File: src/hw/rtl/amdc_pkg.sv
package amdc_pkg;

  // result status codes
  localparam logic [3:0] ST_OK          = 4'd0;
  localparam logic [3:0] ST_BAD_HEADER  = 4'd1;
  localparam logic [3:0] ST_SHORT       = 4'd2;
  localparam logic [3:0] ST_BAD_CHECK   = 4'd3;
  localparam logic [3:0] ST_FIRST_SHORT = 4'd4;
  localparam logic [3:0] ST_OVER_LIMIT  = 4'd5;
  localparam logic [3:0] ST_ORPHAN      = 4'd6;
  localparam logic [3:0] ST_WRONG_CMD   = 4'd7;
  localparam logic [3:0] ST_CRC         = 4'd8;

  // configuration register indexes
  localparam logic [1:0] CFG_HEADER      = 2'd0;
  localparam logic [1:0] CFG_ACK_COMMAND = 2'd1;
  localparam logic [1:0] CFG_MAX_PAYLOAD = 2'd2;

  // report layout
  localparam logic [16:0] POS_FIRST_FLAG = 17'd3;
  localparam logic [16:0] POS_LEN_LO     = 17'd4;
  localparam logic [16:0] POS_LEN_HI     = 17'd5;
  localparam logic [16:0] PAYLOAD_START  = 17'd6;
  localparam logic [16:0] MSG_OVERHEAD   = 17'd7;
  localparam int unsigned FIRST_FLAG_BIT = 7;

  // message layout
  localparam logic [12:0] MSG_CMD_POS    = 13'd0;
  localparam logic [12:0] MSG_CODE_POS   = 13'd1;
  localparam logic [12:0] MSG_DLEN_LO    = 13'd3;
  localparam logic [12:0] MSG_DLEN_HI    = 13'd4;
  localparam logic [16:0] MSG_CRC_OFFSET = 17'd5;
  localparam logic [12:0] MSG_COUNT_MAX  = 13'h1FFF;

  localparam logic [12:0] LIMIT_CAP       = 13'd4096;
  localparam logic [12:0] MAX_PAYLOAD_RST = 13'd256;
  localparam logic [15:0] CRC_INIT        = 16'hFFFF;
  localparam logic [15:0] CRC_POLY        = 16'hA001;

  typedef struct packed {
    logic [12:0] message_length;
    logic [7:0]  ack_code;
    logic [3:0]  status;
  } amdc_result_t;

  // one byte of reflected crc-16/modbus
  function automatic logic [15:0] crc16_byte(input logic [15:0] crc, input logic [7:0] b);
    logic [15:0] c;
    c = crc ^ {8'h00, b};
    for (int k = 0; k < 8; k++) begin
      c = c[0] ? ((c >> 1) ^ CRC_POLY) : (c >> 1);
    end
    return c;
  endfunction

endpackage

File: src/hw/rtl/ack_message_deframer_checker_core.sv
// Byte-stream checker for acknowledgement messages carried in transfer reports.
// One report byte is taken per clock on in_tdata[7:0], with in_tlast on the final
// byte of each report; header, xor check byte, payload length and message crc are
// all updated in the same cycle, so a byte can enter every cycle. When a report
// end finishes a message or reveals an error, one status item is pushed into the
// two-entry output buffer, whose registered head drives out_*, and in_tready
// drops only while two results wait to be taken. Configuration
// writes on cfg_* are always ready and must only be made while the block is idle.
module ack_message_deframer_checker_core #(
  parameter int REPORT_BYTES = 63
) (
  input  logic        clk,
  input  logic        rst_n,
  input  logic        in_tvalid,
  output logic        in_tready,
  input  logic [7:0]  in_tdata,   // [7:0] data_byte
  input  logic        in_tlast,   // report_end
  output logic        out_tvalid,
  input  logic        out_tready,
  output logic [31:0] out_tdata,  // [3:0] status, [11:4] ack_code, [24:12] message_length
  input  logic        cfg_valid,
  output logic        cfg_ready,
  input  logic [1:0]  cfg_index,
  input  logic [12:0] cfg_data
);
  import amdc_pkg::*;

  localparam int POS_W = $clog2(REPORT_BYTES + 1);
  localparam logic [POS_W-1:0] POS_MAX = POS_W'(REPORT_BYTES);
  localparam logic [16:0] RB17 = 17'(REPORT_BYTES);

  logic [7:0]       header_r, ack_cmd_r;
  logic [12:0]      max_payload_r;

  logic [POS_W-1:0] pos_r, pos_nxt;
  logic [15:0]      plen_r, plen_nxt;
  logic             first_r, first_nxt;
  logic [7:0]       acc_r, acc_nxt;
  logic [3:0]       rerr_r, rerr_nxt;
  logic             active_r, active_nxt;
  logic [12:0]      mcount_r, mcount_nxt;
  logic [15:0]      dlen_r, dlen_nxt;
  logic [15:0]      crc_r, crc_nxt;
  logic [15:0]      crc_rx_r, crc_rx_nxt;
  logic [7:0]       cmd_r, cmd_nxt;
  logic [7:0]       code_r, code_nxt;

  logic             in_acc;
  logic             buf_full;
  logic             push;
  amdc_result_t     res, out_res;
  logic [7:0]       b;
  logic [16:0]      pos17, plen17, dlen17, mc17;
  logic [16:0]      pos_n17, plen_n17, mc_n17, total;
  logic [12:0]      limit;
  logic             complete;
  logic [3:0]       st;

  assign in_tready = !buf_full;
  assign in_acc    = in_tvalid && in_tready;
  assign cfg_ready = 1'b1;
  assign b         = in_tdata;

  assign pos17    = {{(17-POS_W){1'b0}}, pos_r};
  assign plen17   = {1'b0, plen_r};
  assign dlen17   = {1'b0, dlen_r};
  assign mc17     = {4'b0, mcount_r};
  assign limit    = (max_payload_r > LIMIT_CAP) ? LIMIT_CAP : max_payload_r;

  always_comb begin
    pos_nxt    = pos_r;
    plen_nxt   = plen_r;
    first_nxt  = first_r;
    acc_nxt    = acc_r;
    rerr_nxt   = rerr_r;
    active_nxt = active_r;
    mcount_nxt = mcount_r;
    dlen_nxt   = dlen_r;
    crc_nxt    = crc_r;
    crc_rx_nxt = crc_rx_r;
    cmd_nxt    = cmd_r;
    code_nxt   = code_r;
    st         = ST_OK;
    push       = 1'b0;
    pos_n17    = '0;
    plen_n17   = '0;
    mc_n17     = '0;
    total      = '0;
    complete   = 1'b0;

    if (in_acc && pos_r < POS_MAX) begin
      pos_nxt = pos_r + 1'b1;
      if (rerr_r == ST_OK) begin
        if (pos_r == '0) begin
          if (b != header_r) rerr_nxt = ST_BAD_HEADER;
        end else begin
          if (pos17 <= POS_LEN_HI || pos17 <= plen17 + MSG_CRC_OFFSET) acc_nxt = acc_r ^ b;
          if (pos17 == POS_FIRST_FLAG) begin
            first_nxt = b[FIRST_FLAG_BIT];
            if (b[FIRST_FLAG_BIT]) begin
              // a first packet restarts the message
              active_nxt = 1'b0;
              mcount_nxt = '0;
              dlen_nxt   = '0;
              crc_nxt    = CRC_INIT;
              crc_rx_nxt = '0;
              cmd_nxt    = '0;
              code_nxt   = '0;
            end else if (!active_r) begin
              rerr_nxt = ST_ORPHAN;
            end
          end else if (pos17 == POS_LEN_LO) begin
            plen_nxt = {8'h00, b};
          end else if (pos17 == POS_LEN_HI) begin
            plen_nxt = plen_r | {b, 8'h00};
            if ({1'b0, plen_nxt} + PAYLOAD_START >= RB17) rerr_nxt = ST_SHORT;
          end else if (pos17 >= PAYLOAD_START && pos17 <= plen17 + MSG_CRC_OFFSET) begin
            // payload byte joins the message
            if (mc17 < dlen17 + MSG_CRC_OFFSET) begin
              crc_nxt = crc16_byte(crc_r, b);
              if (mcount_r == MSG_CMD_POS) cmd_nxt = b;
              else if (mcount_r == MSG_CODE_POS) code_nxt = b;
              else if (mcount_r == MSG_DLEN_LO) dlen_nxt = {dlen_r[15:8], b};
              else if (mcount_r == MSG_DLEN_HI) dlen_nxt = {b, dlen_r[7:0]};
            end else if (mc17 == dlen17 + MSG_CRC_OFFSET) begin
              crc_rx_nxt = {crc_rx_r[15:8], b};
            end else if (mc17 == dlen17 + MSG_CRC_OFFSET + 17'd1) begin
              crc_rx_nxt = {b, crc_rx_r[7:0]};
            end
            if (mcount_r != MSG_COUNT_MAX) mcount_nxt = mcount_r + 1'b1;
          end else if (pos17 == plen17 + PAYLOAD_START) begin
            if (b != acc_r) rerr_nxt = ST_BAD_CHECK;
          end
        end
      end
    end

    if (in_acc && in_tlast) begin
      pos_n17  = {{(17-POS_W){1'b0}}, pos_nxt};
      plen_n17 = {1'b0, plen_nxt};
      mc_n17   = {4'b0, mcount_nxt};
      total    = {1'b0, dlen_nxt} + MSG_OVERHEAD;
      complete = (pos_n17 >= MSG_OVERHEAD) && (pos_n17 >= plen_n17 + MSG_OVERHEAD);
      st = rerr_nxt;
      if (st == ST_OK && !complete) st = ST_SHORT;
      if (st == ST_OK && first_nxt) begin
        if (plen_n17 < MSG_OVERHEAD) st = ST_FIRST_SHORT;
        else if (dlen_nxt > {3'b0, limit}) st = ST_OVER_LIMIT;
      end
      push       = 1'b1;
      active_nxt = 1'b0;
      if (st == ST_OK) begin
        if (mc_n17 > total) begin
          st = ST_ORPHAN;
        end else if (mc_n17 < total) begin
          // message continues in later reports
          push       = 1'b0;
          active_nxt = 1'b1;
        end else if (cmd_nxt != ack_cmd_r) begin
          st = ST_WRONG_CMD;
        end else if (crc_nxt != crc_rx_nxt) begin
          st = ST_CRC;
        end
      end
      pos_nxt   = '0;
      plen_nxt  = '0;
      acc_nxt   = '0;
      rerr_nxt  = ST_OK;
      first_nxt = 1'b0;
    end

    res.status         = st;
    res.ack_code       = (st == ST_OK) ? code_nxt : 8'h00;
    res.message_length = (st == ST_OK) ? mcount_nxt : 13'h0000;
  end

  always_ff @(posedge clk) begin
    if (!rst_n) begin
      header_r      <= '0;
      ack_cmd_r     <= '0;
      max_payload_r <= MAX_PAYLOAD_RST;
      pos_r         <= '0;
      plen_r        <= '0;
      first_r       <= 1'b0;
      acc_r         <= '0;
      rerr_r        <= ST_OK;
      active_r      <= 1'b0;
      mcount_r      <= '0;
      dlen_r        <= '0;
      crc_r         <= CRC_INIT;
      crc_rx_r      <= '0;
      cmd_r         <= '0;
      code_r        <= '0;
    end else begin
      if (cfg_valid && cfg_ready) begin
        case (cfg_index)
          CFG_HEADER:      header_r      <= cfg_data[7:0];
          CFG_ACK_COMMAND: ack_cmd_r     <= cfg_data[7:0];
          CFG_MAX_PAYLOAD: max_payload_r <= cfg_data;
          default: ;
        endcase
      end
      pos_r    <= pos_nxt;
      plen_r   <= plen_nxt;
      first_r  <= first_nxt;
      acc_r    <= acc_nxt;
      rerr_r   <= rerr_nxt;
      active_r <= active_nxt;
      mcount_r <= mcount_nxt;
      dlen_r   <= dlen_nxt;
      crc_r    <= crc_nxt;
      crc_rx_r <= crc_rx_nxt;
      cmd_r    <= cmd_nxt;
      code_r   <= code_nxt;
    end
  end

  amdc_out_buf u_out_buf (
    .clk       (clk),
    .rst_n     (rst_n),
    .push      (push),
    .push_data (res),
    .full      (buf_full),
    .out_valid (out_tvalid),
    .out_ready (out_tready),
    .out_data  (out_res)
  );

  assign out_tdata = {7'b0, out_res};

  a_pos_bounded: assert property (@(posedge clk) disable iff (!rst_n)
    pos_r <= POS_MAX) else $error("report position past buffer size");

  a_report_cleared: assert property (@(posedge clk) disable iff (!rst_n)
    (in_acc && in_tlast) |=> (pos_r == '0 && rerr_r == ST_OK && !first_r))
    else $error("report state not cleared at report end");

  a_error_fields_zero: assert property (@(posedge clk) disable iff (!rst_n)
    (push && res.status != ST_OK) |-> (res.ack_code == 8'h00 && res.message_length == 13'h0000))
    else $error("error result carries message fields");

  a_result_only_at_end: assert property (@(posedge clk) disable iff (!rst_n)
    push |-> (in_acc && in_tlast)) else $error("result outside report end");

endmodule

File: src/hw/rtl/amdc_out_buf.sv
module amdc_out_buf (
  input  logic                 clk,
  input  logic                 rst_n,
  input  logic                 push,
  input  amdc_pkg::amdc_result_t push_data,
  output logic                 full,
  output logic                 out_valid,
  input  logic                 out_ready,
  output amdc_pkg::amdc_result_t out_data
);
  import amdc_pkg::*;

  logic [1:0]   cnt_r, cnt_nxt;
  amdc_result_t head_r, head_nxt;
  amdc_result_t skid_r, skid_nxt;
  logic         pop;

  assign pop       = out_valid && out_ready;
  assign out_valid = (cnt_r != 2'd0);
  assign full      = (cnt_r == 2'd2);
  assign out_data  = head_r;

  always_comb begin
    cnt_nxt  = cnt_r;
    head_nxt = head_r;
    skid_nxt = skid_r;
    case (cnt_r)
      2'd0: begin
        if (push) begin
          head_nxt = push_data;
          cnt_nxt  = 2'd1;
        end
      end
      2'd1: begin
        if (push && pop) begin
          head_nxt = push_data;
        end else if (push) begin
          skid_nxt = push_data;
          cnt_nxt  = 2'd2;
        end else if (pop) begin
          cnt_nxt = 2'd0;
        end
      end
      2'd2: begin
        if (pop) begin
          head_nxt = skid_r;
          cnt_nxt  = 2'd1;
        end
      end
      default: cnt_nxt = 2'd0;
    endcase
  end

  always_ff @(posedge clk) begin
    if (!rst_n) begin
      cnt_r <= 2'd0;
    end else begin
      cnt_r <= cnt_nxt;
    end
    head_r <= head_nxt;
    skid_r <= skid_nxt;
  end

  a_no_push_when_full: assert property (@(posedge clk) disable iff (!rst_n)
    !(push && full)) else $error("result pushed into a full buffer");

  a_skid_moves_up: assert property (@(posedge clk) disable iff (!rst_n)
    (cnt_r == 2'd2 && pop) |=> (head_r == $past(skid_r)))
    else $error("skid item lost on drain");

  a_count_range: assert property (@(posedge clk) disable iff (!rst_n)
    cnt_r != 2'd3) else $error("buffer count out of range");

endmodule

File: config.mk
export PLATFORM = sky130hd
export DESIGN_NAME = ack_message_deframer_checker_core
export DESIGN_NICKNAME = d
export VERILOG_FILES = /design/src/hw/rtl/amdc_pkg.sv /design/src/hw/rtl/ack_message_deframer_checker_core.sv /design/src/hw/rtl/amdc_out_buf.sv
export SDC_FILE = /design/constraint.sdc
export NUM_CORES = 1
export LEC_CHECK = 0
export BUFFER_PORTS_ARGS = -buffer_cell sky130_fd_sc_hd__buf_2
export CORE_ASPECT_RATIO = 0.75
export CORE_MARGIN = 2
export CORE_UTILIZATION = 55
export DETAILED_ROUTE_END_ITERATION = 8
export PLACE_DENSITY = 0.72
export SETUP_SLACK_MARGIN = 0.2
export SLEW_MARGIN = 10
export SYNTH_ARGS = -nofsm -noshare
export SYNTH_HDL_FRONTEND = slang
export SYNTH_SLANG_ARGS = --single-unit
File: constraint.sdc
create_clock -name clk -period 11.4 [get_ports clk]
set_input_delay 1.71 -clock clk [delete_from_list [all_inputs] [get_ports clk]]
set_output_delay 1.71 -clock clk [all_outputs]
set_load 0.02 [all_outputs]
==> impl_metrics.toml <==
[synthesis]
syn-instance-count = 1815
synth_edf_count = 50
synth.largest_area_cell = "dfxtp_1"
synth_area_um2 = 14500
synth_cell_type_count = 96
ys_warn_count = 0
syn_area_per_cell_um2 = 7.98
ys.flop_type = "dfxtp_1"
ys_seq_area_share_pct = 30.3
synth_common_cells = "nand2_1, nor2_1, dfxtp_1"
synth-seq-cells = 194
synth-async-reset-ratio_pct = 0
synth_top_area_share_pct = 19.9
synth.area.top_cells = "dfxtp_1, edfxtp_1, ha_1"
yosysMostFrequentCell = "nand2_1"

[place]
dp_cells = 2114
dpl-instance-area_um2 = 14800
gp_congestion = 0.993
place_ws_ns = 3.12
hpwl_um = 34200
portBuffers = 55

[routing]
drt_first_pass_iters = 6
routed_via_density = 6.60
wl_per_cell_um = 22.0
wl_um = 47200
first_iter_violations = 1901
drc_errors = 0
dr_total_vias = 14200
ant_nets = 0

[cells_and_area]
area_growth_pct = 6.59
drive_gt1_share_pct = 8.55
nNetsFinal = 1888
antenna_cells = 0
design_area_um2 = 15400
final_core_util_pct = 59.6
finalNonFillerCells = 2146

[global_routing]
grt_max_degree = 55
antenna_found_initial = 1
grt_pass1_wl_um = 73300
grt-ovfl-total = 0
grt_usage_pct = 34.3
first_global_vias = 12900

[power_and_ir_drop]
p_seq_share_pct = 46.9
power_density_nw_per_um2 = 101
ir_drop_mv = 0.109
pwr-share-comb_pct = 11.6
p_sw_mw = 0.463
p_sw_share_pct = 29.8
p_leak_nw = 5.73
clkPwrFrac_pct = 41.5
p_int_mw = 1.09

[flow_run]
maxCapViolations = 0

[timing]
maxSlewViolCount = 0
fmax_ghz = 0.117
layout_setup_ws_ns = 2.87
hold_violations = 0
finalCritPeriodShare_pct = 74.8
worst_slew_pin_slew_ns = 1.25
timing.setup.tns_ns = 0
finalSetupViolations = 0
slew_headroom_pct = 15.8
rsz0062_at_grt = "false"
clock_skew_ns = 0.0253
finalCriticalPeriod_ns = 8.53

[cts]
cts_made_buffers = 17
insertion_delay_ns = 0.47
clk_path_buf_depth = 2
cts_setup_buffers = 0
clkTransAtPathRegs_ns = 0.08
h-tree-depth = 4
clock-root-buffer = "clkbuf_16"
cts_tree = "built"
clock_sink_count = 194
ctsHoldBuffers = 0
post_cts_resized = 0

[critical_path]
worstPathRequired_ns = 11.60
rrSetupSlack_ns = 2.87
cp_max_fo = 42
slowest_delay_ns = 0.65
path_class = "reg -> reg"
critPathCaptureType = "register"
cp-start-kind = "register"
slowest_stage = "dfxtp_1"
crit_top_cell = "ha_1"
cp.arrival_ns = 8.73

[run_status]
outcome = "completed"

[floorplan]
ios = 64
die_h_um = 145
rows = 51
core_area_um2 = 25900
die-area_um2 = 27600
die_x_um = 191
floorplan.initialDensity_pct = 55.9

[min_path]
min_path_type = "reg -> reg"
logic make-up after synthesis:
group | count (synthesis) | synth area share [%]
AO/OA/AOI/OAI | 437 | 20.6
XOR/XNOR | 118 | 7.52
adder cells (fa/ha/maj) | 70 | 6.05
buffers and inverters | 173 | 5.25
flip-flops | 194 | 30.3
multiplexers | 33 | 2.33
other | 2 | 0.0519
AND/OR/NAND/NOR | 788 | 27.9
stage by stage:
step                      power [mW]  hold slack (ns)
after CTS                       1.55            0.459
after floorplan                0.865            0.432
final                           1.56            0.459
after global routing            1.60            0.477
after global placement         0.917            0.441
after detailed placement       0.919            0.449
flip-flops by register name (all words and copies together) (netlist names):
| signal | flops |
|---|---|
| u_out_buf.out_data | 25 |
| u_out_buf.skid_r | 25 |
| crc_r | 16 |
| crc_rx_r | 16 |
| dlen_r | 16 |
| plen_r | 16 |
| max_payload_r | 13 |
| mcount_r | 13 |
| acc_r | 8 |
| ack_cmd_r | 8 |
| cmd_r | 8 |
| code_r | 8 |
| header_r | 8 |
| pos_r | 6 |
| rerr_r | 4 |
| u_out_buf.cnt_r | 2 |
| active_r | 1 |
| first_r | 1 |
per-layer routing:
| layer | share of wire [%] | global-route usage (%) | vias up |
|---|---|---|---|
| li1 | - | - | 6562 |
| met1 | 45 | 51.5 | 6703 |
| met2 | 42 | 50.0 | 801 |
| met3 | 11 | 6.65 | 86 |
| met4 | 2.0 | 8.26 | 2 |
| met5 | 0.028 | 0 | - |
placed cells by master, fill, tap and decap left out, types with 22 or more instances in the layout:
cell type / instances
xor2_1: 37
nor4_1: 32
nand2_1: 232
inv_1: 43
nor2_1: 154
o211ai_1: 22
o21ai_0: 81
nand4_1: 45
nand3_1: 51
nor3_1: 46
o21ai_1: 22
nor2b_1: 32
buf_4: 22
buf_2: 55
a31oi_1: 23
and3_1: 31
mux2i_1: 27
xnor2_1: 77
ha_1: 70
edfxtp_1: 50
and2_1: 52
dfxtp_1: 144
a21oi_1: 89
power groups by stage:
stage	Combinational, mW	Clock, mW	Sequential (mW)
floorplan	0.118	0	0.747
global placement	0.172	0	0.745
detailed placement	0.174	0	0.745
CTS	0.176	0.649	0.729
global route	0.192	0.677	0.731
finish	0.181	0.646	0.730
final timing paths:
kind	cells past startpoint	endpoint	startpoint
worst max register to register	32	u_out_buf.out_data[22]	dlen_r[0]
worst min register to register	2	max_payload_r[0]	max_payload_r[0]
worst max-delay path	32	u_out_buf.out_data[22]	dlen_r[0]
worst min-delay path	2	max_payload_r[0]	max_payload_r[0]
worst max-delay path, delay by kind of cell (launching register included):
family | cells | cell delay, ns
AOI/OAI and AO/OA | 12 | 2.68
and+or+nand+nor | 10 | 2.18
adders and majority gates | 4 | 1.51
buffers and inverters | 4 | 0.77
DFF | 1 | 0.65
xor gates and xnor gates | 2 | 0.44
final cells by class:
class	count	area (um2)
Clock buffer	17	425
Clock inverter	15	191
Fill cell	2360	10500
Inverter	45	169
Multi-Input combinational cell	1454	9390
Sequential cell	194	4380
Tap cell	344	430
Timing Repair Buffer	77	440
Power figures use the tool's default switching activity.
